$ cat src/rtl/core/aging_peer_table_unit_macros.svh
// Assertion helpers for the aging peer table.
// Both sample on clk_i and are disabled while rst_ni is low.
`ifndef AGING_PEER_TABLE_UNIT_MACROS_SVH
`define AGING_PEER_TABLE_UNIT_MACROS_SVH

// Same-cycle implication
`define APT_ASSERT_NOW(lbl, ante, cons, msg) \
  lbl: assert property (@(posedge clk_i) disable iff (!rst_ni) (ante) |-> (cons)) \
    else $error(msg);

// Next-cycle implication
`define APT_ASSERT_NEXT(lbl, ante, cons, msg) \
  lbl: assert property (@(posedge clk_i) disable iff (!rst_ni) (ante) |=> (cons)) \
    else $error(msg);

`endif

$ cat src/rtl/core/apt_pkg.sv
`default_nettype none

package apt_pkg;

  // Build defaults
  localparam int unsigned NUM_SLOTS_DEF = 16;

  // Register indexes
  localparam int unsigned CFG_IDX_W   = 4;
  localparam logic [CFG_IDX_W-1:0] CFG_TIMEOUT = 4'd0;
  localparam logic [CFG_IDX_W-1:0] CFG_WRAP    = 4'd1;

  // Register reset values
  localparam logic [31:0] TIMEOUT_RST = 32'd30;
  localparam logic        WRAP_RST    = 1'b0;

  // Command codes
  localparam logic [1:0] CMD_ADD    = 2'd0;
  localparam logic [1:0] CMD_PRUNE  = 2'd1;
  localparam logic [1:0] CMD_LOOKUP = 2'd2;
  localparam logic [1:0] CMD_NONE   = 2'd3;

  // Status codes
  localparam logic [2:0] ST_UPDATED   = 3'd0;
  localparam logic [2:0] ST_ADDED     = 3'd1;
  localparam logic [2:0] ST_FULL      = 3'd2;
  localparam logic [2:0] ST_FOUND     = 3'd3;
  localparam logic [2:0] ST_NOT_FOUND = 3'd4;
  localparam logic [2:0] ST_PRUNED    = 3'd5;

  // Command word
  typedef struct packed {
    logic [1:0]  cmd;
    logic [31:0] peer_addr;
    logic [31:0] now;
  } apt_req_t;

  // Result word
  typedef struct packed {
    logic [2:0] status;
    logic [3:0] slot_index;
    logic [4:0] removed_cnt;
  } apt_rsp_t;

  // Configuration registers
  typedef struct packed {
    logic [31:0] timeout_ticks;
    logic        wrap_mode;
  } apt_cfg_t;

  // One stored slot
  typedef struct packed {
    logic [31:0] addr;
    logic [31:0] seen_at;
  } apt_entry_t;

  // Per-slot compare outcome
  typedef struct packed {
    logic hit;
    logic expired;
  } apt_cmp_t;

endpackage

`default_nettype wire

$ cat src/rtl/core/apt_ram.sv
`default_nettype none

// Simple dual-port RAM, registered read
module apt_ram #(
  parameter int unsigned WIDTH  = 64,
  parameter int unsigned DEPTH  = 16,
  parameter int unsigned ADDR_W = (DEPTH > 1) ? $clog2(DEPTH) : 1
) (
  input  wire logic              clk_i,
  input  wire logic              wr_en_i,
  input  wire logic [ADDR_W-1:0] wr_addr_i,
  input  wire logic [WIDTH-1:0]  wr_data_i,
  input  wire logic              rd_en_i,
  input  wire logic [ADDR_W-1:0] rd_addr_i,
  output logic      [WIDTH-1:0]  rd_data_o
);

  logic [WIDTH-1:0] mem_q [DEPTH];

  always_ff @(posedge clk_i) begin
    if (wr_en_i) begin
      mem_q[wr_addr_i] <= wr_data_i;
    end
    if (rd_en_i) begin
      rd_data_o <= mem_q[rd_addr_i];
    end
  end

endmodule

`default_nettype wire

$ cat src/rtl/core/apt_slot_cmp.sv
`default_nettype none

// Shared slot comparator: key match and age check for the slot being scanned
module apt_slot_cmp (
  input  wire apt_pkg::apt_entry_t entry_i,
  input  wire logic [31:0]         key_i,
  input  wire logic [31:0]         now_i,
  input  wire apt_pkg::apt_cfg_t   cfg_i,
  output apt_pkg::apt_cmp_t        res_o
);

  logic [31:0] age;
  logic        backward;

  // Modular age; a backward clock expires the slot unless wrapping is on
  assign age      = now_i - entry_i.seen_at;
  assign backward = now_i < entry_i.seen_at;

  assign res_o.hit     = entry_i.addr == key_i;
  assign res_o.expired = (backward && !cfg_i.wrap_mode) || (age > cfg_i.timeout_ticks);

endmodule

`default_nettype wire

$ cat src/rtl/core/apt_seq.sv
`default_nettype none

// Command sequencer: valid bits, slot scan and result build
module apt_seq #(
  parameter int unsigned NUM_SLOTS = apt_pkg::NUM_SLOTS_DEF,
  parameter int unsigned IDX_W     = (NUM_SLOTS > 1) ? $clog2(NUM_SLOTS) : 1,
  parameter int unsigned CNT_W     = $clog2(NUM_SLOTS + 1)
) (
  input  wire logic                clk_i,
  input  wire logic                rst_ni,
  input  wire logic                start,
  output logic                     busy,
  input  wire apt_pkg::apt_req_t   req_i,
  output logic                     done_o,
  output apt_pkg::apt_rsp_t        rsp_o,
  output apt_pkg::apt_req_t        op_o,
  input  wire apt_pkg::apt_cmp_t   cmp_i,
  output logic                     rd_en_o,
  output logic [IDX_W-1:0]         rd_addr_o,
  output logic                     wr_en_o,
  output logic [IDX_W-1:0]         wr_addr_o,
  output apt_pkg::apt_entry_t      wr_data_o
);

  typedef enum logic [1:0] {
    S_IDLE,
    S_SCAN,
    S_DONE
  } state_e;

  state_e             state_q;
  apt_pkg::apt_req_t  op_q;
  logic [CNT_W-1:0]   issue_cnt_q;
  logic               cmp_vld_q;
  logic               cmp_last_q;
  logic [IDX_W-1:0]   cmp_idx_q;
  logic               hit_found_q;
  logic [IDX_W-1:0]   hit_idx_q;
  logic               free_found_q;
  logic [IDX_W-1:0]   free_idx_q;
  logic [CNT_W-1:0]   prune_cnt_q;
  logic [NUM_SLOTS-1:0] valid_q;
  logic               done_q;
  apt_pkg::apt_rsp_t  rsp_q;

  logic               issuing;
  logic               slot_v;
  logic               do_add;
  logic [31:0]        hit_idx_ext;
  logic [31:0]        free_idx_ext;
  logic [31:0]        cnt_ext;
  apt_pkg::apt_rsp_t  fin_rsp;

  assign issuing = issue_cnt_q < CNT_W'(NUM_SLOTS);
  assign slot_v  = valid_q[cmp_idx_q];

  // Result fields widened to 32 bits, then sliced to port widths
  assign hit_idx_ext  = 32'(hit_idx_q);
  assign free_idx_ext = 32'(free_idx_q);
  assign cnt_ext      = 32'(prune_cnt_q);

  // RAM access: one read per scan cycle while issuing, one write at the end of an add that finds a slot
  assign rd_en_o   = (state_q == S_SCAN) && issuing;
  assign rd_addr_o = issue_cnt_q[IDX_W-1:0];
  assign do_add    = (state_q == S_DONE) && (op_q.cmd == apt_pkg::CMD_ADD);
  assign wr_en_o   = do_add && (hit_found_q || free_found_q);
  assign wr_addr_o = hit_found_q ? hit_idx_q : free_idx_q;
  assign wr_data_o = '{addr: op_q.peer_addr, seen_at: op_q.now};

  assign busy   = state_q != S_IDLE;
  assign done_o = done_q;
  assign rsp_o  = rsp_q;
  assign op_o   = op_q;

  // Result word once the scan is over
  always_comb begin
    fin_rsp = '{status: apt_pkg::ST_NOT_FOUND, slot_index: 4'd0, removed_cnt: 5'd0};
    unique case (op_q.cmd)
      apt_pkg::CMD_ADD: begin
        if (hit_found_q) begin
          fin_rsp.status     = apt_pkg::ST_UPDATED;
          fin_rsp.slot_index = hit_idx_ext[3:0];
        end else if (free_found_q) begin
          fin_rsp.status     = apt_pkg::ST_ADDED;
          fin_rsp.slot_index = free_idx_ext[3:0];
        end else begin
          fin_rsp.status = apt_pkg::ST_FULL;
        end
      end
      apt_pkg::CMD_PRUNE: begin
        fin_rsp.status      = apt_pkg::ST_PRUNED;
        fin_rsp.removed_cnt = cnt_ext[4:0];
      end
      apt_pkg::CMD_LOOKUP: begin
        if (hit_found_q) begin
          fin_rsp.status     = apt_pkg::ST_FOUND;
          fin_rsp.slot_index = hit_idx_ext[3:0];
        end
      end
      default: begin
        fin_rsp.status = apt_pkg::ST_NOT_FOUND;
      end
    endcase
  end

  // State, scan bookkeeping and result word
  always_ff @(posedge clk_i or negedge rst_ni) begin
    if (!rst_ni) begin
      state_q      <= S_IDLE;
      op_q         <= '0;
      valid_q      <= '0;
      done_q       <= 1'b0;
      rsp_q        <= '0;
      cmp_vld_q    <= 1'b0;
      cmp_last_q   <= 1'b0;
      cmp_idx_q    <= '0;
      issue_cnt_q  <= '0;
      hit_found_q  <= 1'b0;
      hit_idx_q    <= '0;
      free_found_q <= 1'b0;
      free_idx_q   <= '0;
      prune_cnt_q  <= '0;
    end else begin
      unique case (state_q)
        S_IDLE: begin
          done_q <= start && (req_i.cmd == apt_pkg::CMD_NONE);
          if (start) begin
            op_q         <= req_i;
            issue_cnt_q  <= '0;
            cmp_vld_q    <= 1'b0;
            hit_found_q  <= 1'b0;
            free_found_q <= 1'b0;
            prune_cnt_q  <= '0;
            if (req_i.cmd == apt_pkg::CMD_NONE) begin
              // unused command answers at once
              rsp_q  <= '{status: apt_pkg::ST_NOT_FOUND, slot_index: 4'd0,
                          removed_cnt: 5'd0};
            end else begin
              state_q <= S_SCAN;
            end
          end
        end

        S_SCAN: begin
          done_q     <= 1'b0;
          // read issue runs one slot ahead of the compare
          cmp_vld_q  <= issuing;
          cmp_idx_q  <= issue_cnt_q[IDX_W-1:0];
          cmp_last_q <= issue_cnt_q == CNT_W'(NUM_SLOTS - 1);
          if (issuing) begin
            issue_cnt_q <= issue_cnt_q + 1'b1;
          end
          if (cmp_vld_q) begin
            if (op_q.cmd == apt_pkg::CMD_PRUNE) begin
              if (slot_v && cmp_i.expired) begin
                valid_q[cmp_idx_q] <= 1'b0;
                prune_cnt_q        <= prune_cnt_q + 1'b1;
              end
            end else begin
              // keep the lowest matching and lowest free slot
              if (slot_v && cmp_i.hit && !hit_found_q) begin
                hit_found_q <= 1'b1;
                hit_idx_q   <= cmp_idx_q;
              end
              if (!slot_v && !free_found_q) begin
                free_found_q <= 1'b1;
                free_idx_q   <= cmp_idx_q;
              end
            end
            if (cmp_last_q) begin
              state_q <= S_DONE;
            end
          end
        end

        S_DONE: begin
          done_q  <= 1'b1;
          state_q <= S_IDLE;
          rsp_q   <= fin_rsp;
          // new peer takes the lowest free slot
          if ((op_q.cmd == apt_pkg::CMD_ADD) && !hit_found_q && free_found_q) begin
            valid_q[free_idx_q] <= 1'b1;
          end
        end

        default: begin
          done_q  <= 1'b0;
          state_q <= S_IDLE;
        end
      endcase
    end
  end

endmodule

`default_nettype wire

$ cat src/rtl/core/aging_peer_table_unit.sv
// Channel  | Direction | Handshake                 | Word
// ---------+-----------+---------------------------+----------------------------------
// command  | in        | start && !busy            | req_i  : cmd, peer_addr, now
// result   | out       | done_o, one cycle strobe  | rsp_o  : status, slot_index, removed
// config   | in        | cfg_valid_i && cfg_ready_o| cfg_index_i, cfg_data_i
//
// Add, prune and lookup scan every slot through the single RAM read port, one slot
// per cycle: busy stays high through the scan and the done state, and the result strobe
// comes in the first cycle with busy low, in which a new command can already be taken.
// The unused command answers in the cycle after it is taken and leaves busy low.
// Reset clears the valid flip-flops and the registers; slot contents are not cleared.
// Results cannot be held off; cfg_ready_o is always high.
`default_nettype none

`include "aging_peer_table_unit_macros.svh"

module aging_peer_table_unit #(
  parameter int unsigned NUM_SLOTS = apt_pkg::NUM_SLOTS_DEF
) (
  input  wire logic                           clk_i,
  input  wire logic                           rst_ni,
  input  wire logic                           start,
  output logic                                busy,
  input  wire apt_pkg::apt_req_t              req_i,
  output logic                                done_o,
  output apt_pkg::apt_rsp_t                   rsp_o,
  input  wire logic                           cfg_valid_i,
  output logic                                cfg_ready_o,
  input  wire logic [apt_pkg::CFG_IDX_W-1:0]  cfg_index_i,
  input  wire logic [31:0]                    cfg_data_i
);

  localparam int unsigned IDX_W = (NUM_SLOTS > 1) ? $clog2(NUM_SLOTS) : 1;
  localparam int unsigned CNT_W = $clog2(NUM_SLOTS + 1);

  apt_pkg::apt_cfg_t   cfg_q;
  apt_pkg::apt_req_t   op;
  apt_pkg::apt_cmp_t   cmp_res;
  apt_pkg::apt_entry_t rd_entry;
  apt_pkg::apt_entry_t wr_entry;
  logic                rd_en;
  logic [IDX_W-1:0]    rd_addr;
  logic                wr_en;
  logic [IDX_W-1:0]    wr_addr;
  logic                cmd_take;
  logic                cmd_unused;
  logic                quick_ans;
  logic                rsp_other;

  // Configuration registers
  assign cfg_ready_o = 1'b1;

  always_ff @(posedge clk_i or negedge rst_ni) begin
    if (!rst_ni) begin
      cfg_q <= '{timeout_ticks: apt_pkg::TIMEOUT_RST, wrap_mode: apt_pkg::WRAP_RST};
    end else if (cfg_valid_i && cfg_ready_o) begin
      unique case (cfg_index_i)
        apt_pkg::CFG_TIMEOUT: cfg_q.timeout_ticks <= cfg_data_i;
        apt_pkg::CFG_WRAP:    cfg_q.wrap_mode     <= cfg_data_i[0];
        default: begin
          // unknown index: ignored
        end
      endcase
    end
  end

  // Sequencer
  apt_seq #(
    .NUM_SLOTS (NUM_SLOTS),
    .IDX_W     (IDX_W),
    .CNT_W     (CNT_W)
  ) u_seq (
    .clk_i     (clk_i),
    .rst_ni    (rst_ni),
    .start     (start),
    .busy      (busy),
    .req_i     (req_i),
    .done_o    (done_o),
    .rsp_o     (rsp_o),
    .op_o      (op),
    .cmp_i     (cmp_res),
    .rd_en_o   (rd_en),
    .rd_addr_o (rd_addr),
    .wr_en_o   (wr_en),
    .wr_addr_o (wr_addr),
    .wr_data_o (wr_entry)
  );

  // Slot store: address key and last-seen time per slot
  apt_ram #(
    .WIDTH  ($bits(apt_pkg::apt_entry_t)),
    .DEPTH  (NUM_SLOTS),
    .ADDR_W (IDX_W)
  ) u_slot_ram (
    .clk_i     (clk_i),
    .wr_en_i   (wr_en),
    .wr_addr_i (wr_addr),
    .wr_data_i (wr_entry),
    .rd_en_i   (rd_en),
    .rd_addr_i (rd_addr),
    .rd_data_o (rd_entry)
  );

  // Shared comparator on the slot just read
  apt_slot_cmp u_cmp (
    .entry_i (rd_entry),
    .key_i   (op.peer_addr),
    .now_i   (op.now),
    .cfg_i   (cfg_q),
    .res_o   (cmp_res)
  );

  // Checks
  assign cmd_take   = start && !busy;
  assign cmd_unused = req_i.cmd == apt_pkg::CMD_NONE;
  assign quick_ans  = done_o && !busy && (rsp_o.status == apt_pkg::ST_NOT_FOUND);
  assign rsp_other  = done_o && (rsp_o.status != apt_pkg::ST_PRUNED);

  `APT_ASSERT_NEXT(a_scan_starts, cmd_take && !cmd_unused, busy && !done_o, "scan not started")
  `APT_ASSERT_NEXT(a_unused_quick, cmd_take && cmd_unused, quick_ans, "unused command late")
  `APT_ASSERT_NOW(a_count_only_prune, rsp_other, rsp_o.removed_cnt == 5'd0, "stray count")
  `APT_ASSERT_NOW(a_no_write_idle, !busy, !wr_en && !rd_en, "slot store accessed while idle")

endmodule

`default_nettype wire
$ cat config.mk
export PLATFORM = sky130hd
export DESIGN_NAME = aging_peer_table_unit
export DESIGN_NICKNAME = d
export VERILOG_FILES = /design/src/rtl/core/apt_pkg.sv /design/src/rtl/core/apt_ram.sv /design/src/rtl/core/apt_slot_cmp.sv /design/src/rtl/core/apt_seq.sv /design/src/rtl/core/aging_peer_table_unit.sv
export VERILOG_INCLUDE_DIRS = /design/src /design/src/rtl/core
export SDC_FILE = /design/constraint.sdc
export NUM_CORES = 1
export LEC_CHECK = 0
export ABC_CLOCK_PERIOD_IN_PS = 5000
export BUFFER_PORTS_ARGS = -buffer_cell sky130_fd_sc_hd__buf_4
export CAP_MARGIN = 25
export CORE_MARGIN = 1
export CORE_UTILIZATION = 50
export DETAILED_ROUTE_END_ITERATION = 8
export PLACE_DENSITY = 0.7
export SLEW_MARGIN = 20
export SYNTH_ARGS = -nofsm -noshare
export SYNTH_HDL_FRONTEND = slang
export SYNTH_SLANG_ARGS = --single-unit
export TNS_END_PERCENT = 10
$ cat constraint.sdc
create_clock -name clk_i -period 5 [get_ports clk_i]
set_clock_uncertainty 0.1 [all_clocks]
set_input_delay 0.5 -clock clk_i [delete_from_list [all_inputs] [get_ports clk_i]]
set_output_delay 0.5 -clock clk_i [all_outputs]
set_load 0.01 [all_outputs]
Word-level counts from Yosys, hierarchy flattened
Memories as Yosys holds them, arrays and structs flattened. A register that Yosys moved wholly into a read port is not among the register bits.
Cells that the tools add are included.
- bits in registers: 156
- bits in writable memories: 1024
- input port bits: 106
- output and inout port bits: 15
- logic and storage cells: 141
- memories: 1
- memory list (memory ; depth ; bits a word ; read ports ; clocked after memory_dff ; wr ports ; line ; text):
    u_slot_ram.mem_q ; 16 ; 64 ; 1 ; 1 ; 1 ; apt_ram.sv:18 ; logic [WIDTH-1:0] mem_q [DEPTH];
- add/subtract/negate cells: 3
- order comparisons: 7
- equal/unequal tests: 20
- multiplexer cells: 47
- bitwise operators: 4
- reductions and logical operators: 39
- operator list (cell ; count):
    two-way mux 16 bit ; 4
    == test 32 bit ; 1
    > comparator 32 bit ; 1
    less-than comparator 32 bit ; 1
    one-hot mux 16 bit (2 select lines) ; 1
    subtractor 32 bit ; 1
    two-way mux 5 bit ; 6
    two-way mux 12 bit ; 2
    one-hot mux 12 bit (2 select lines) ; 1
    one-hot mux 5 bit (2 select lines) ; 2
    AND reduction 5 bit ; 4
    != test 2 bit (second input constant) ; 9
    AND 16 bit ; 1
    inverter 16 bit ; 1
    bitwise OR 16 bit ; 1
    logical AND 1 bit ; 13
    two-way mux 1 bit ; 12
    AND reduction 4 bit ; 3
    adder 5 x 1 -> 5 bit (second input constant) ; 2
    less-than comparator 4 x 5 -> 1 bit (second input constant) ; 2
    two-way mux 2 bit ; 5
    one-hot mux 3 bit (3 select lines) ; 1
    demux 1 bit (select 4 bit) ; 2
    greater-or-equal comparator 4 x 1 -> 1 bit (second input constant) ; 2
    other kinds (21) ; 42

Logic depth before layout (Yosys ltp)
Gate-level depths: netlist of the first run.
- depth after elaboration: 10
- gate-level depth with buffers: 21

Cells and area by module
From an unflattened synthesis of the first run, not the netlist that was laid out.
- cell total of the unflattened synthesis: 2785
- area, all modules: 50365.8 µm²
- by module, submodules not included (module ; times used ; cells an instance ; area each (µm²) ; sequential area each (µm²)):
    apt_ram ; 1 ; 1647 ; 40222.3 ; 32671.3
    apt_seq ; 1 ; 618 ; 5741.8 ; 3078.0
    apt_slot_cmp ; 1 ; 446 ; 3109.2 ; 0.0
    aging_peer_table_unit ; 1 ; 74 ; 1292.5 ; 830.8

Worst setup path before layout of the first run
OpenSTA, ideal clock, no wires.
- path kind: reg-to-reg
- start point: register u_seq.state_q[1]
- end point: memory u_slot_ram.mem_q[4][0], enable pin
- setup time: 0.487 ns
- data arrival time: 4.093 ns
- path slack: 0.320 ns
- cell stages (with the launch flop): 6
- buffers on the path: 1
- period minus slack after synthesis: 4.680 ns
- cell sequence: dfrtp_1 clkbuf_1 nand3_1 nor3_1 o21ai_0 nor2_1
- cells in the longest elaborated chain, start to end: 5
- ends and longest elaborated chain (what ; line ; text):
    start, declared ; apt_seq.sv:31 ; state_e state_q;
    start signal, assigned ; apt_seq.sv:109 ; state_q <= S_IDLE;
    start signal, assigned ; apt_seq.sv:139 ; state_q <= S_SCAN;
    start signal, assigned ; apt_seq.sv:171 ; state_q <= S_DONE;
    == test 2 bit ; apt_seq.sv:65 ; assign do_add = (state_q == S_DONE) && (op_q.cmd == apt_pkg::CMD_ADD);
    logical AND 1 bit ; apt_seq.sv:65 ;
    logical AND 1 bit ; apt_seq.sv:66 ; assign wr_en_o = do_add && (hit_found_q || free_found_q);
    two-way mux 1 bit ; apt_ram.sv:21 ; if (wr_en_i) begin
    two-way mux 1 bit (not written as such) ; apt_ram.sv:22 ; mem_q[wr_addr_i] <= wr_data_i;
    end, declared ; apt_ram.sv:18 ;
Every way passes these cells.

Worst setup path in the final report of the first run
- start point: register u_seq.op_q (netlist bit u_seq.op_o[1])
- end point: register u_seq.prune_cnt_q[4]
- cells in the longest elaborated chain, start to end: 6
- elaborated cells between the ends (all ways): 8
- classes of those cells: 1 x add/sub; 2 x order compare; 1 x eq/ne; 4 x reduce/logical
- ends and longest elaborated chain (what ; line ; text):
    start, declared ; apt_seq.sv:32 ; apt_pkg::apt_req_t op_q;
    start signal, assigned ; apt_seq.sv:128 ; op_q <= req_i;
    subtractor 32 bit / less-than comparator 32 bit (equally long branches) ; apt_slot_cmp.sv:16, apt_slot_cmp.sv:17 ;
    > comparator 32 bit / logical AND 1 bit (equally long branches) ; apt_slot_cmp.sv:20 ; assign res_o.expired = (backward && !cfg_i.wrap_mode) || (age > cfg_i.timeout_ticks);
    logical OR 1 bit (*) ; apt_slot_cmp.sv:20 ;
    logical AND 1 bit (*) ; apt_seq.sv:155 ; if (slot_v && cmp_i.expired) begin
    != test 2 bit (no source line) (*) ; -- ;
    AND reduction 5 bit (no source line) (*) ; -- ;
    end signal, assigned ; apt_seq.sv:157 ; prune_cnt_q <= prune_cnt_q + 1'b1;
    end, declared ; apt_seq.sv:41 ; logic [CNT_W-1:0] prune_cnt_q;
Every way passes the cells marked *; elsewhere a longest branch is shown, timed or not.
A chain may end at the register's enable or synchronous reset.

==> results.txt, run 1 <==
----------------------------------------------------
[Status]
  Result of the run ... complete, no violations

[Yosys]
  Simple-Gate Fraction of Synth Area ... 4.16%
  Post-synthesis share of cell area spent on full adders, half adders and majority gates ... 1.72%
  Compound-Gate Fraction of Synth Area ... 3.08%
  Number of warning messages in the yosys log ... 0
  Mapped Cells ... 2,639
  Dominant combinational cell family by area after synthesis ... multiplexers
  Top cells by area, synth ... sky130_fd_sc_hd__edfxtp_1 66%, sky130_fd_sc_hd__mux4_2 15%, sky130_fd_sc_hd__dfrtp_1 7.6%, sky130_fd_sc_hd__nand2_1 2.2%, sky130_fd_sc_hd__ha_1 1.7%
  Mux share of post-synthesis cell area ... 14.9%
  Fraction of registers with async set or reset after synthesis ... 12.5%
  Number of flip-flops and latches in the synthesized netlist ... 1,244
  Most frequent cell after synthesis ... sky130_fd_sc_hd__edfxtp_1
  Average cell area after synthesis ... 18.9 um^2
  Post-synth EDFFs ... 1,088
  Post-synth top flop ... sky130_fd_sc_hd__edfxtp_1
  Cell types with the highest counts after synthesis ... 1,088 x sky130_fd_sc_hd__edfxtp_1, 321 x sky130_fd_sc_hd__mux4_2, 298 x sky130_fd_sc_hd__nand2_1
  Synthesized cell area ... 49,800 um^2
  Yosys top cell by area ... sky130_fd_sc_hd__edfxtp_1
  Yosys cell types ... 80
  Part of the Yosys area used for sequential elements ... 73.4%
  Post-synthesis net count ... 2,813
  Xor-xnor portion of the synthesized cell area ... 1.02%
  Share of the synthesized area in the top cell type ... 65.5%

[Detailed routing]
  Total length of routed wires ... 115,000 um
  Vias per Instance ... 5.98
  DRC violations left ... 0
  First-pass detailed-route iteration total ... 5
  Routed wire length per instance ... 26.5 um
  Via count ... 26.0k
  Final ANT Viol Nets ... 0
  DRC marker count from the first detailed-route iteration ... 2,593

[Cells and area]
  Layout cells sized above 1 ... 25.7%
  Number of antenna cells inserted ... 0
  P&R area growth vs syn ... 17.6%
  Filler cells ... 6,876
  Number of nets in the layout ... 3,126

[Floorplan]
  Total die area ... 101,000 um^2
  Core area ... 98,600 um^2
  Standard-cell row count ... 115
  Height of the chip ... 318 um
  Starting density of the core ... 50.6%
  Number of placed I/O pins ... 121
  Die width ... 318 um

[STA]
  Tightest hold margin ... 21.2 ps
  Number of pins exceeding their max-slew limit in the final report ... 0
  Final period demand of the worst path ... 4810 ps
  Number of endpoints with negative hold slack in the final report ... 0
  Number of setup violations in the final report ... 0
  Max frequency ... 208 MHz
  Transition time of the tightest slew-check pin ... 975 ps
  RSZ-0062 raised after global routing ... yes
  Fraction of the cycle the final worst path needs ... 96.1%
  Worst max-slew margin expressed relative to the limit ... 33.3%

[Global route]
  Vias in the first global route ... 27.0k
  Total overflow reported by the global router ... 0
  Largest net degree at the start of global routing ... 68
  Initial antenna violation count ... 0
  Global router's overall resource usage ... 23.1%
  First-pass GRT wire length ... 172,000 um

[Hold path]
  Worst Hold Path EP ... u_seq.op_o[14]
  Number of stages on the worst hold path ... 3
  Startpoint of the lowest-slack hold path ... req_i[14]
  Path type of the worst min-delay path ... in -> reg

[CTS]
  Clk sink count ... 1,244
  Clock Path Buffers ... 3
  Clock buffer count from CTS ... 130
  Post-CTS clock slew at the launch and capture registers of the worst setup and hold paths ... 60 ps
  Maximum level of the CTS H-tree ... 4
  Insertion delay of the later-clocked pin in the worst-skew pair ... 720 ps
  Root buffer selected by CTS ... sky130_fd_sc_hd__clkbuf_16
  CTS tree ... built

[Power and ir drop]
  Power density over the cells ... 468 nW/um^2
  Switching share of total power ... 25.1%
  Power share of the combinational group ... 18.1%
  P_leak ... 20.2 nW
  Largest voltage drop on the vdd net ... 0.000338 V
  Internal portion of total power ... 20.5 mW
  Sequential share of power ... 46.0%
  Total Power Consumption ... 27.4 mW
  Switching power of the nets ... 6.88 mW
  Part of the power in the clock network ... 35.9%

[Setup path]
  Worst-path fanout max ... 17
  R2r setup slk ... 190 ps
  Critical path endpoint category ... flip-flop
  Start-to-end type of the worst setup path ... reg -> reg
  Critical R2R Launch ... u_seq.op_o[1]
  Endpoint of the worst register-to-register path ... u_seq.prune_cnt_q[4]
  Number of cells on the worst reg-to-reg path ... 21
  Nature of the critical path startpoint ... flip-flop
  Data arrival time of the critical path ... 5310 ps
  Worst path max stage delay ... 610 ps
  Slowest cell on the critical path ... sky130_fd_sc_hd__or4b_2
  Cell-by-cell listing of the critical path ... buf_4 > ha_1 > nor2b_1 > o211ai_1 > a21boi_1 > o21a_1 > o21ai_1 > a21boi_1 > or4b_2 > nand3_1 > ha_1 > nand3_1 > or3_1 > a21oi_2 > a21oi_2 > o22ai_2 > a2bb2oi_4 > buf_12 > clkbuf_16 > o311a_1 > a31o_1
  Required time of the critical path ... 5510 ps

[Placement]
  Port Buffer Count ... 119
  GPL Wtd Cong ... 0.884
  Placed wire-length estimate after detailed placement ... 63,100 um

[Flow run]
  Max-cap check violation count ... 0

----------------------------------------------------
==> cells in the final DEF, fill, tap and decap left out, types with 49 or more instances in the layout <==
cell,n
sky130_fd_sc_hd__dlygate4sd3_1,97
sky130_fd_sc_hd__dfrtp_1,146
sky130_fd_sc_hd__inv_1,103
sky130_fd_sc_hd__edfxtp_1,1088
sky130_fd_sc_hd__mux4_2,321
sky130_fd_sc_hd__o21ai_0,84
sky130_fd_sc_hd__clkbuf_16,136
sky130_fd_sc_hd__nor2_1,49
sky130_fd_sc_hd__nand2_1,297
sky130_fd_sc_hd__buf_4,162
sky130_fd_sc_hd__ha_1,64
==> worst max-delay path: cells and delay by family, from the launching register on <==
family,cells,cell delay (ps)
and+or+nand+nor,5,1320
buffers and inverters,3,490
adders and majority gates,2,450
AOI/OAI and AO/OA,11,1960
DFF,1,370
==> registers in the layout, summed over array words and instances, names as in the netlist, 2 cells and up <==
signal and cells:
u_seq.op_o 66, u_seq.cmp_idx_q 4, u_seq.issue_cnt_q 5, u_seq.hit_idx_q 4, u_seq.rsp_o 12, u_slot_ram.mem_q 1024, u_seq.free_idx_q 4, u_seq.state_q 2
u_seq.valid_q 16, u_slot_ram.rd_data_o 64, u_seq.prune_cnt_q 5, cfg_q 33
==> cell families after synthesis <==
logic type,count (synthesis)
compound gates,241
xor+xnor,58
fa+ha+maj,68
buf+inv,223
flops,1244
mux,333
other cells,1
simple gates,471
==> metal layers <==
metal  up-vias  part of all wire (%)  global-route usage (%)
li1      11139                     -                       -
met1     13553                    41                    32.5
met2      1118                    50                    38.2
met3       194                   6.5                    3.22
met4         0                   2.1                    6.39
met5         -                     0                       0
==> metrics by stage <==
stage                     utilization [%]  worst slack (ps)  instance area, um^2  TNS [ps]  instances
after CTS                            59.2              12.5                58400         0       4338
after global placement               53.8              -208                53000      -674       4002
after detailed placement             53.8              -174                53000      -527       4003
after floorplan                         -               320                49800         0       2639
after global routing                 59.5             -56.6                58600      -265       4346
final                                59.5               195                58600         0       4346
==> what timing repair did <==
item | CTS | global route
gates cloned | 0 | 1
buffers inserted | 0 | 5
hold endpoints to repair | 157 | 1
hold buffers | 96 | 1
resized for setup | 4 | 26
pin swaps | 0 | 10
endpoints found under the setup margin | 21 | 21
==> power by group through the flow <==
stage | sequential, mW | combinational [mW] | clock (mW)
after floorplan | 12.5 | 3.74 | 0
after global placement | 12.8 | 4.67 | 0
after detailed placement | 12.9 | 4.76 | 0
after CTS | 12.7 | 4.86 | 10.0
after global routing | 12.7 | 5.35 | 10.4
final | 12.6 | 4.97 | 9.84
==> area by class of cell <==
class | count | area, um^2 | share of cell area [%]
clock buffer | 174 | 3580 | 6.11
multi-input combinational | 1172 | 12700 | 21.6
tap | 1287 | 1610 | 2.75
inverter | 106 | 398 | 0.679
clock inverter | 65 | 800 | 1.36
sequential | 1244 | 36600 | 62.4
timing repair buffer | 298 | 2960 | 5.04
==> how the worst max path moves through the flow <==
stage                           startpoint                     end  slack, ps
final                        u_seq.op_o[1]    u_seq.prune_cnt_q[4]        190
after global routing         u_seq.op_o[0]    u_seq.prune_cnt_q[2]        -60
after CTS                    u_seq.op_o[0]    u_seq.prune_cnt_q[1]         10
after detailed placement     u_seq.op_o[0]    u_seq.prune_cnt_q[1]       -170
after global placement       u_seq.op_o[0]    u_seq.prune_cnt_q[1]       -210
after floorplan           u_seq.state_q[1]  u_slot_ram.mem_q[4][0]        320
Note: power is estimated with default switching activity, not from simulation.
==> run 2: changes to the inputs <==
==> constraint.sdc (replaced) <==
create_clock -name clk_i -period 5 [get_ports clk_i]
set_clock_uncertainty 0.1 [all_clocks]
set_input_delay 0.25 -clock clk_i [delete_from_list [all_inputs] [get_ports clk_i]]
set_output_delay 0.25 -clock clk_i [all_outputs]
set_load 0.01 [all_outputs]
==> results.txt, run 2 (same netlist as run 1, synthesis figures left out) <==
----------------------------------------------------
[Status]
  Result of the run ... complete, no violations (unchanged)

[Cells and area]
  Number of antenna cells inserted ... 0 (unchanged)
  Final core utilization ... 59.4% (was 59.5%)
  Largest register FFs ... 1,024 (unchanged)
  Layout cells sized above 1 ... 26.1% (was 25.7%)
  Most common library cell in the layout ignoring fill and taps ... sky130_fd_sc_hd__edfxtp_1 (unchanged)
  Largest Register ... u_slot_ram.mem_q (unchanged)
  P&R area growth vs syn ... 17.4% (was 17.6%)
  Filler cells ... 6,942 (was 6,876)
  Final instance count without filler cells ... 4,351 (was 4,346)
  Multi-input gate area ... 12,800 um^2 (was 12,700 um^2)
  Commonest non-fill, non-tap cells in the layout ... 1,088 x sky130_fd_sc_hd__edfxtp_1, 321 x sky130_fd_sc_hd__mux4_2, 297 x sky130_fd_sc_hd__nand2_1, 178 x sky130_fd_sc_hd__buf_4, 145 x sky130_fd_sc_hd__dfrtp_1 (was 1,088 x sky130_fd_sc_hd__edfxtp_1, 321 x sky130_fd_sc_hd__mux4_2, 297 x sky130_fd_sc_hd__nand2_1, 162 x sky130_fd_sc_hd__buf_4, 146 x sky130_fd_sc_hd__dfrtp_1)
  Number of nets in the layout ... 3,132 (was 3,126)
  Area occupied by registers ... 36,600 um^2 (about the same)

[STA]
  Number of endpoints with negative hold slack in the final report ... 0 (unchanged)
  Worst max-slew margin expressed relative to the limit ... 31.1% (was 33.3%)
  Number of setup violations in the final report ... 0 (unchanged)
  Fraction of the cycle the final worst path needs ... 97.0% (was 96.1%)
  Number of pins exceeding their max-slew limit in the final report ... 0 (unchanged)
  Setup WS post-layout ... 148 ps (was 195 ps)
  Final period demand of the worst path ... 4850 ps (was 4810 ps)
  Max frequency ... 206 MHz (was 208 MHz)
  Transition time of the tightest slew-check pin ... 1010 ps (was 975 ps)

[Floorplan]
  Starting density of the core ... 50.6% (unchanged)
  Standard-cell row count ... 115 (unchanged)
  Die width ... 318 um (unchanged)
  Core area ... 98,600 um^2 (unchanged)
  Total die area ... 101,000 um^2 (unchanged)
  Number of placed I/O pins ... 121 (unchanged)
  Height of the chip ... 318 um (unchanged)

[Global route]
  First-pass GRT wire length ... 171,000 um (was 172,000 um)
  Total overflow reported by the global router ... 0 (unchanged)
  Global router's overall resource usage ... 22.8% (was 23.1%)
  Largest net degree at the start of global routing ... 101 (was 68)
  Initial antenna violation count ... 0 (unchanged)
  Vias in the first global route ... 27.1k (was 27.0k)

[Detailed routing]
  First-pass detailed-route iteration total ... 5 (unchanged)
  DRC marker count from the first detailed-route iteration ... 2,415 (was 2,593)
  Via count ... 26.1k (was 26.0k)
  Final ANT Viol Nets ... 0 (unchanged)
  Vias per Instance ... 6.00 (was 5.98)
  Total length of routed wires ... 115,000 um (about the same)
  Routed wire length per instance ... 26.4 um (was 26.5 um)
  DRC violations left ... 0 (unchanged)

[Hold path]
  Path type of the worst min-delay path ... in -> reg (unchanged)

[Setup path]
  Critical path endpoint category ... flip-flop (unchanged)
  Nature of the critical path startpoint ... flip-flop (unchanged)
  Required time of the critical path ... 5480 ps (was 5510 ps)
  Start-to-end type of the worst setup path ... reg -> reg (unchanged)
  Data arrival time of the critical path ... 5330 ps (was 5310 ps)
  Worst-path fanout max ... 13 (was 17)

[Placement]
  Total placed cells including tap cells ... 4,006 (was 4,003)
  Pre-CTS worst setup slack ... -189 ps (was -174 ps)
  GPL Wtd Cong ... 0.898 (was 0.884)
  Port Buffer Count ... 119 (unchanged)
  Placed wire-length estimate after detailed placement ... 62,700 um (was 63,100 um)

[CTS]
  Clock Path Buffers ... 3 (unchanged)
  Root buffer selected by CTS ... sky130_fd_sc_hd__clkbuf_16 (unchanged)
  Clk sink count ... 1,244 (unchanged)
  Maximum level of the CTS H-tree ... 3 (was 4)
  CTS tree ... built (unchanged)
  Post-CTS clock slew at the launch and capture registers of the worst setup and hold paths ... 60 ps (about the same)
  Insertion delay of the later-clocked pin in the worst-skew pair ... 710 ps (was 720 ps)
  Clock buffer count from CTS ... 118 (was 130)

[Power and ir drop]
  Total Power Consumption ... 27.0 mW (was 27.4 mW)
  P_leak ... 20.2 nW (about the same)
  Power density over the cells ... 461 nW/um^2 (was 468 nW/um^2)
  Largest voltage drop on the vdd net ... 0.000302 V (was 0.000338 V)

[Flow run]
  Max-cap check violation count ... 0 (unchanged)

----------------------------------------------------
run 2: cell types whose count changed in the layout (fill, tap and decap cells not counted), sizes merged:
| cell | before | now |
|---|---|---|
| buf | 200 | 213 |
| bufinv | 16 | 18 |
| clkbuf | 175 | 149 |
| clkinv | 42 | 49 |
| clkinvlp | 2 | 3 |
| dlygate4sd3 | 97 | 103 |
| inv | 111 | 113 |
run 2: final timing paths:
check	startpoint	to	slack, ps	cells past startpoint
min	cfg_index_i[1]	cfg_q[5]	50	5
max	u_seq.op_o[4]	u_seq.prune_cnt_q[4]	150	21
max in group asynchronous	rst_ni	u_seq.issue_cnt_q[0]	3580	3
min reg2reg	u_seq.valid_q[3]	u_seq.valid_q[3]	400	2
min in group asynchronous	rst_ni	cfg_q[9]	60	2
max reg2reg	u_seq.op_o[4]	u_seq.prune_cnt_q[4]	150	21
run 2: per-stage QoR:
stage,area (um^2),TNS (ps),hold WS [ps]
after floorplan,49800,0,-146
after global placement,53000,-720,237
after detailed placement,53000,-772,239
after CTS,58200,0,11.9
after global routing,58500,-153,84.5
final,58500,0,49.5
run 2: repair_timing:
action | CTS | global route
endpoints found under the setup margin | 21 | 21
hold buffers | 103 | 0
pin swaps | 0 | 19
hold endpoints to repair | 157 | 0
resized for setup | 5 | 37
setup buffers | 0 | 14
run 2: final cells by class:
class,count,area share (%)
inverter,106,0.680
multi-input combinational,1172,21.8
clock inverter,77,1.62
tap,1287,2.75
timing repair buffer,316,5.22
clock buffer,149,5.42
sequential,1244,62.5
run 2: metal layers:
layer,GRT usage [%],vias up,wire (um)
met1,31.9,13831,47500
met2,38.5,979,58400
li1,-,11126,-
met5,0,-,0
met4,5.29,0,2280
met3,2.97,164,6550
run 2: report_power, final:
part | internal [mW] | switching [mW]
combinational | 2.71 | 2.28
sequential | 12.0 | 0.677
clock | 5.46 | 3.90
total | 20.1 | 6.86
run 2: worst max-delay path, stage by stage, from the launching register on:
cell and delay [ps]:
sky130_fd_sc_hd__dfrtp_2 500, sky130_fd_sc_hd__ha_1 390, sky130_fd_sc_hd__nor2_1 60, sky130_fd_sc_hd__or3_1 300
sky130_fd_sc_hd__a31o_2 250, sky130_fd_sc_hd__a211o_1 300, sky130_fd_sc_hd__a21o_1 260, sky130_fd_sc_hd__a31oi_4 240
sky130_fd_sc_hd__a21boi_1 120, sky130_fd_sc_hd__xnor2_1 160, sky130_fd_sc_hd__ha_1 320, sky130_fd_sc_hd__buf_4 110
sky130_fd_sc_hd__nand4_1 90, sky130_fd_sc_hd__nor2_1 130, sky130_fd_sc_hd__o21a_1 150, sky130_fd_sc_hd__a21oi_2 60
sky130_fd_sc_hd__o22ai_2 180, sky130_fd_sc_hd__a2bb2oi_4 120, sky130_fd_sc_hd__buf_12 150, sky130_fd_sc_hd__buf_4 160
sky130_fd_sc_hd__o311a_1 370, sky130_fd_sc_hd__a31o_1 190
==> run 3: changes to the inputs <==
ABC_CLOCK_PERIOD_IN_PS = 4500   (was 5000)
PLACE_DENSITY = 0.67   (was 0.7)
clock period = 4.5 ns   (was 5 ns; I/O delays follow)
==> results.txt, run 3 (same netlist as run 1, synthesis figures left out) <==
----------------------------------------------------
[Status]
  Result of the run ... finished with violations (was complete, no violations)
  Violated checks ... negative setup slack

[Placement]
  Port Buffer Count ... 119 (unchanged)
  Total placed cells including tap cells ... 4,071 (was 4,006)
  Placed instance area ... 53,600 um^2 (was 53,000 um^2)
  GPL Wtd Cong ... 0.822 (was 0.898)
  Pre-CTS worst setup slack ... -867 ps (was -189 ps)
  Placed wire-length estimate after detailed placement ... 62,900 um (was 62,700 um)

[CTS]
  Clock Path Buffers ... 3 (unchanged)
  CTS tree ... built (unchanged)
  Clock buffer count from CTS ... 120 (was 118)
  Clk sink count ... 1,244 (unchanged)
  Insertion delay of the later-clocked pin in the worst-skew pair ... 720 ps (was 710 ps)
  Maximum level of the CTS H-tree ... 3 (unchanged)
  Post-CTS clock slew at the launch and capture registers of the worst setup and hold paths ... 60 ps (about the same)
  Root buffer selected by CTS ... sky130_fd_sc_hd__clkbuf_16 (unchanged)

[Setup path]
  Data arrival time of the critical path ... 5210 ps (was 5330 ps)
  Worst setup path endpoint ... u_seq.prune_cnt_q[1] (was u_seq.prune_cnt_q[4])
  Critical path endpoint category ... flip-flop (unchanged)
  R2r setup slk ... -210 ps (was 150 ps)
  Worst-path fanout max ... 5 (was 13)
  Critical R2R Launch ... u_slot_ram.rd_data_o[0] (was u_seq.op_o[4])
  Start point of the critical path ... u_slot_ram.rd_data_o[0] (was u_seq.op_o[4])
  Start-to-end type of the worst setup path ... reg -> reg (unchanged)
  Nature of the critical path startpoint ... flip-flop (unchanged)
  Required time of the critical path ... 5000 ps (was 5480 ps)
  Endpoint of the worst register-to-register path ... u_seq.prune_cnt_q[1] (was u_seq.prune_cnt_q[4])
  Number of cells on the worst reg-to-reg path ... 22 (was 21)

[Floorplan]
  Starting density of the core ... 50.6% (unchanged)
  Number of placed I/O pins ... 121 (unchanged)
  Standard-cell row count ... 115 (unchanged)
  Core area ... 98,600 um^2 (unchanged)
  Die width ... 318 um (unchanged)
  Height of the chip ... 318 um (unchanged)
  Total die area ... 101,000 um^2 (unchanged)

[Global route]
  Largest net degree at the start of global routing ... 95 (was 101)
  Total overflow reported by the global router ... 0 (unchanged)
  Global router's overall resource usage ... 23.4% (was 22.8%)
  Initial antenna violation count ... 0 (unchanged)
  Vias in the first global route ... 27.6k (was 27.1k)
  First-pass GRT wire length ... 174,000 um (was 171,000 um)

[Detailed routing]
  DRC violations left ... 0 (unchanged)
  Routed wire length per instance ... 26.4 um (about the same)
  Total length of routed wires ... 117,000 um (was 115,000 um)
  DRC marker count from the first detailed-route iteration ... 2,482 (was 2,415)
  Final ANT Viol Nets ... 0 (unchanged)
  Vias per Instance ... 5.90 (was 6.00)
  First-pass detailed-route iteration total ... 5 (unchanged)
  Via count ... 26.0k (was 26.1k)

[Cells and area]
  Layout cells sized above 1 ... 27.5% (was 26.1%)
  P&R area growth vs syn ... 18.1% (was 17.4%)
  Largest register FFs ... 1,024 (unchanged)
  Cell area after layout ... 58,900 um^2 (was 58,500 um^2)
  Largest Register ... u_slot_ram.mem_q (unchanged)
  Number of nets in the layout ... 3,192 (was 3,132)
  Most common library cell in the layout ignoring fill and taps ... sky130_fd_sc_hd__edfxtp_1 (unchanged)
  Final core utilization ... 59.7% (was 59.4%)
  Commonest non-fill, non-tap cells in the layout ... 1,088 x sky130_fd_sc_hd__edfxtp_1, 321 x sky130_fd_sc_hd__mux4_2, 297 x sky130_fd_sc_hd__nand2_1, 235 x sky130_fd_sc_hd__buf_4, 146 x sky130_fd_sc_hd__dfrtp_1 (was 1,088 x sky130_fd_sc_hd__edfxtp_1, 321 x sky130_fd_sc_hd__mux4_2, 297 x sky130_fd_sc_hd__nand2_1, 178 x sky130_fd_sc_hd__buf_4, 145 x sky130_fd_sc_hd__dfrtp_1)
  Filler cells ... 6,974 (was 6,942)
  Number of antenna cells inserted ... 0 (unchanged)
  Final instance count without filler cells ... 4,411 (was 4,351)

[Power and ir drop]
  Largest voltage drop on the vdd net ... 0.000377 V (was 0.000302 V)
  P_leak ... 20.4 nW (was 20.2 nW)
  Total Power Consumption ... 29.9 mW (was 27.0 mW)
  Power density over the cells ... 507 nW/um^2 (was 461 nW/um^2)

[STA]
  Number of pins exceeding their max-slew limit in the final report ... 0 (unchanged)
  Number of setup violations in the final report ... 21 (was 0)
  Setup WS post-layout ... -213 ps (was 148 ps)
  Post-Route Setup TNS ... -2880 ps (was 0 ps)
  RSZ-0062 raised after global routing ... yes
  Fraction of the cycle the final worst path needs ... 105% (was 97.0%)
  Number of endpoints with negative hold slack in the final report ... 0 (unchanged)
  Final period demand of the worst path ... 4710 ps (was 4850 ps)
  Worst max-slew margin expressed relative to the limit ... 31.8% (was 31.1%)
  Tightest hold margin ... 23.2 ps (was 49.5 ps)
  Max frequency ... 212 MHz (was 206 MHz)
  Transition time of the tightest slew-check pin ... 998 ps (was 1010 ps)

[Flow run]
  Max-cap check violation count ... 0 (unchanged)

[Hold path]
  Path type of the worst min-delay path ... in -> async (was in -> reg)

----------------------------------------------------
==> run 3: cell types whose count changed in the layout (fill, tap and decap cells not counted), moves of 4 or more <==
| cell | change |
|---|---|
| sky130_fd_sc_hd__buf_4 | +57 |
| sky130_fd_sc_hd__bufinv_16 | -5 |
| sky130_fd_sc_hd__clkbuf_1 | +5 |
| sky130_fd_sc_hd__clkbuf_8 | +5 |
| sky130_fd_sc_hd__clkinv_1 | -5 |
| sky130_fd_sc_hd__ha_1 | +6 |
| sky130_fd_sc_hd__ha_4 | -5 |
| sky130_fd_sc_hd__inv_16 | -4 |
| sky130_fd_sc_hd__o21ai_0 | -13 |
| sky130_fd_sc_hd__o21ai_1 | +13 |
==> run 3: final cells by class <==
class                           instances  area (um^2)  share of cell area [%]
Tap cell                             1287         1610                    2.74
Clock buffer                          160         3290                    5.60
Sequential cell                      1244        36600                    62.2
Timing Repair Buffer                  374         3530                    5.99
Multi-Input combinational cell       1172        12700                    21.6
Clock inverter                         68          742                    1.26
Inverter                              106          398                   0.676
==> run 3: what timing repair did <==
action                     CTS  global route
pin swaps                   26            18
hold buffers               101             0
gates resized for setup     30            20
cloned                       1             0
hold endpoints to repair   185             0
buffers inserted             3             8
setup endpoints to repair   21            21
==> run 3: how the worst min path moves through the flow <==
stage	from	end	slack, ps	cells past startpoint
final	rst_ni	cfg_q[6]	20	2
after global routing	cfg_index_i[1]	cfg_q[3]	80	5
after CTS	cfg_index_i[1]	cfg_q[3]	10	5
after detailed placement	rst_ni	cfg_q[6]	230	1
after global placement	rst_ni	cfg_q[7]	210	1
after floorplan	rst_ni	cfg_q[0]	-170	0
==> run 3: per-layer routing <==
layer	wire, um	share of wire, %	global-route usage [%]	up-vias
met5	0	0	0	-
met4	2580	2.2	6.30	0
met3	5940	5.1	2.76	186
met2	60700	52	40.6	865
met1	47400	41	31.4	13732
li1	-	-	-	11231
==> run 3: report_power, final <==
part / internal [mW] / total [mW] / switching [mW]
clock network: 5.89 / 10.2 / 4.26
registers: 13.3 / 13.9 / 0.642
logic: 3.10 / 5.79 / 2.68
total: 22.3 / 29.9 / 7.58
==> run 3: critical path, cell delays in order (launching register included) <==
cell,delay [ps]
sky130_fd_sc_hd__edfxtp_1,390
sky130_fd_sc_hd__ha_2,210
sky130_fd_sc_hd__fa_2,360
sky130_fd_sc_hd__nand2b_4,160
sky130_fd_sc_hd__a211oi_2,210
sky130_fd_sc_hd__o21a_1,200
sky130_fd_sc_hd__o211ai_1,200
sky130_fd_sc_hd__a2111oi_4,450
sky130_fd_sc_hd__buf_4,190
sky130_fd_sc_hd__a2111oi_4,40
sky130_fd_sc_hd__o41ai_2,290
sky130_fd_sc_hd__xor2_1,130
sky130_fd_sc_hd__ha_1,310
sky130_fd_sc_hd__buf_4,110
sky130_fd_sc_hd__buf_4,90
sky130_fd_sc_hd__o21a_1,120
sky130_fd_sc_hd__nor2_1,50
sky130_fd_sc_hd__o22ai_2,140
sky130_fd_sc_hd__a2bb2oi_4,90
sky130_fd_sc_hd__buf_12,150
sky130_fd_sc_hd__buf_12,130
sky130_fd_sc_hd__or2_0,200
sky130_fd_sc_hd__a311o_1,310
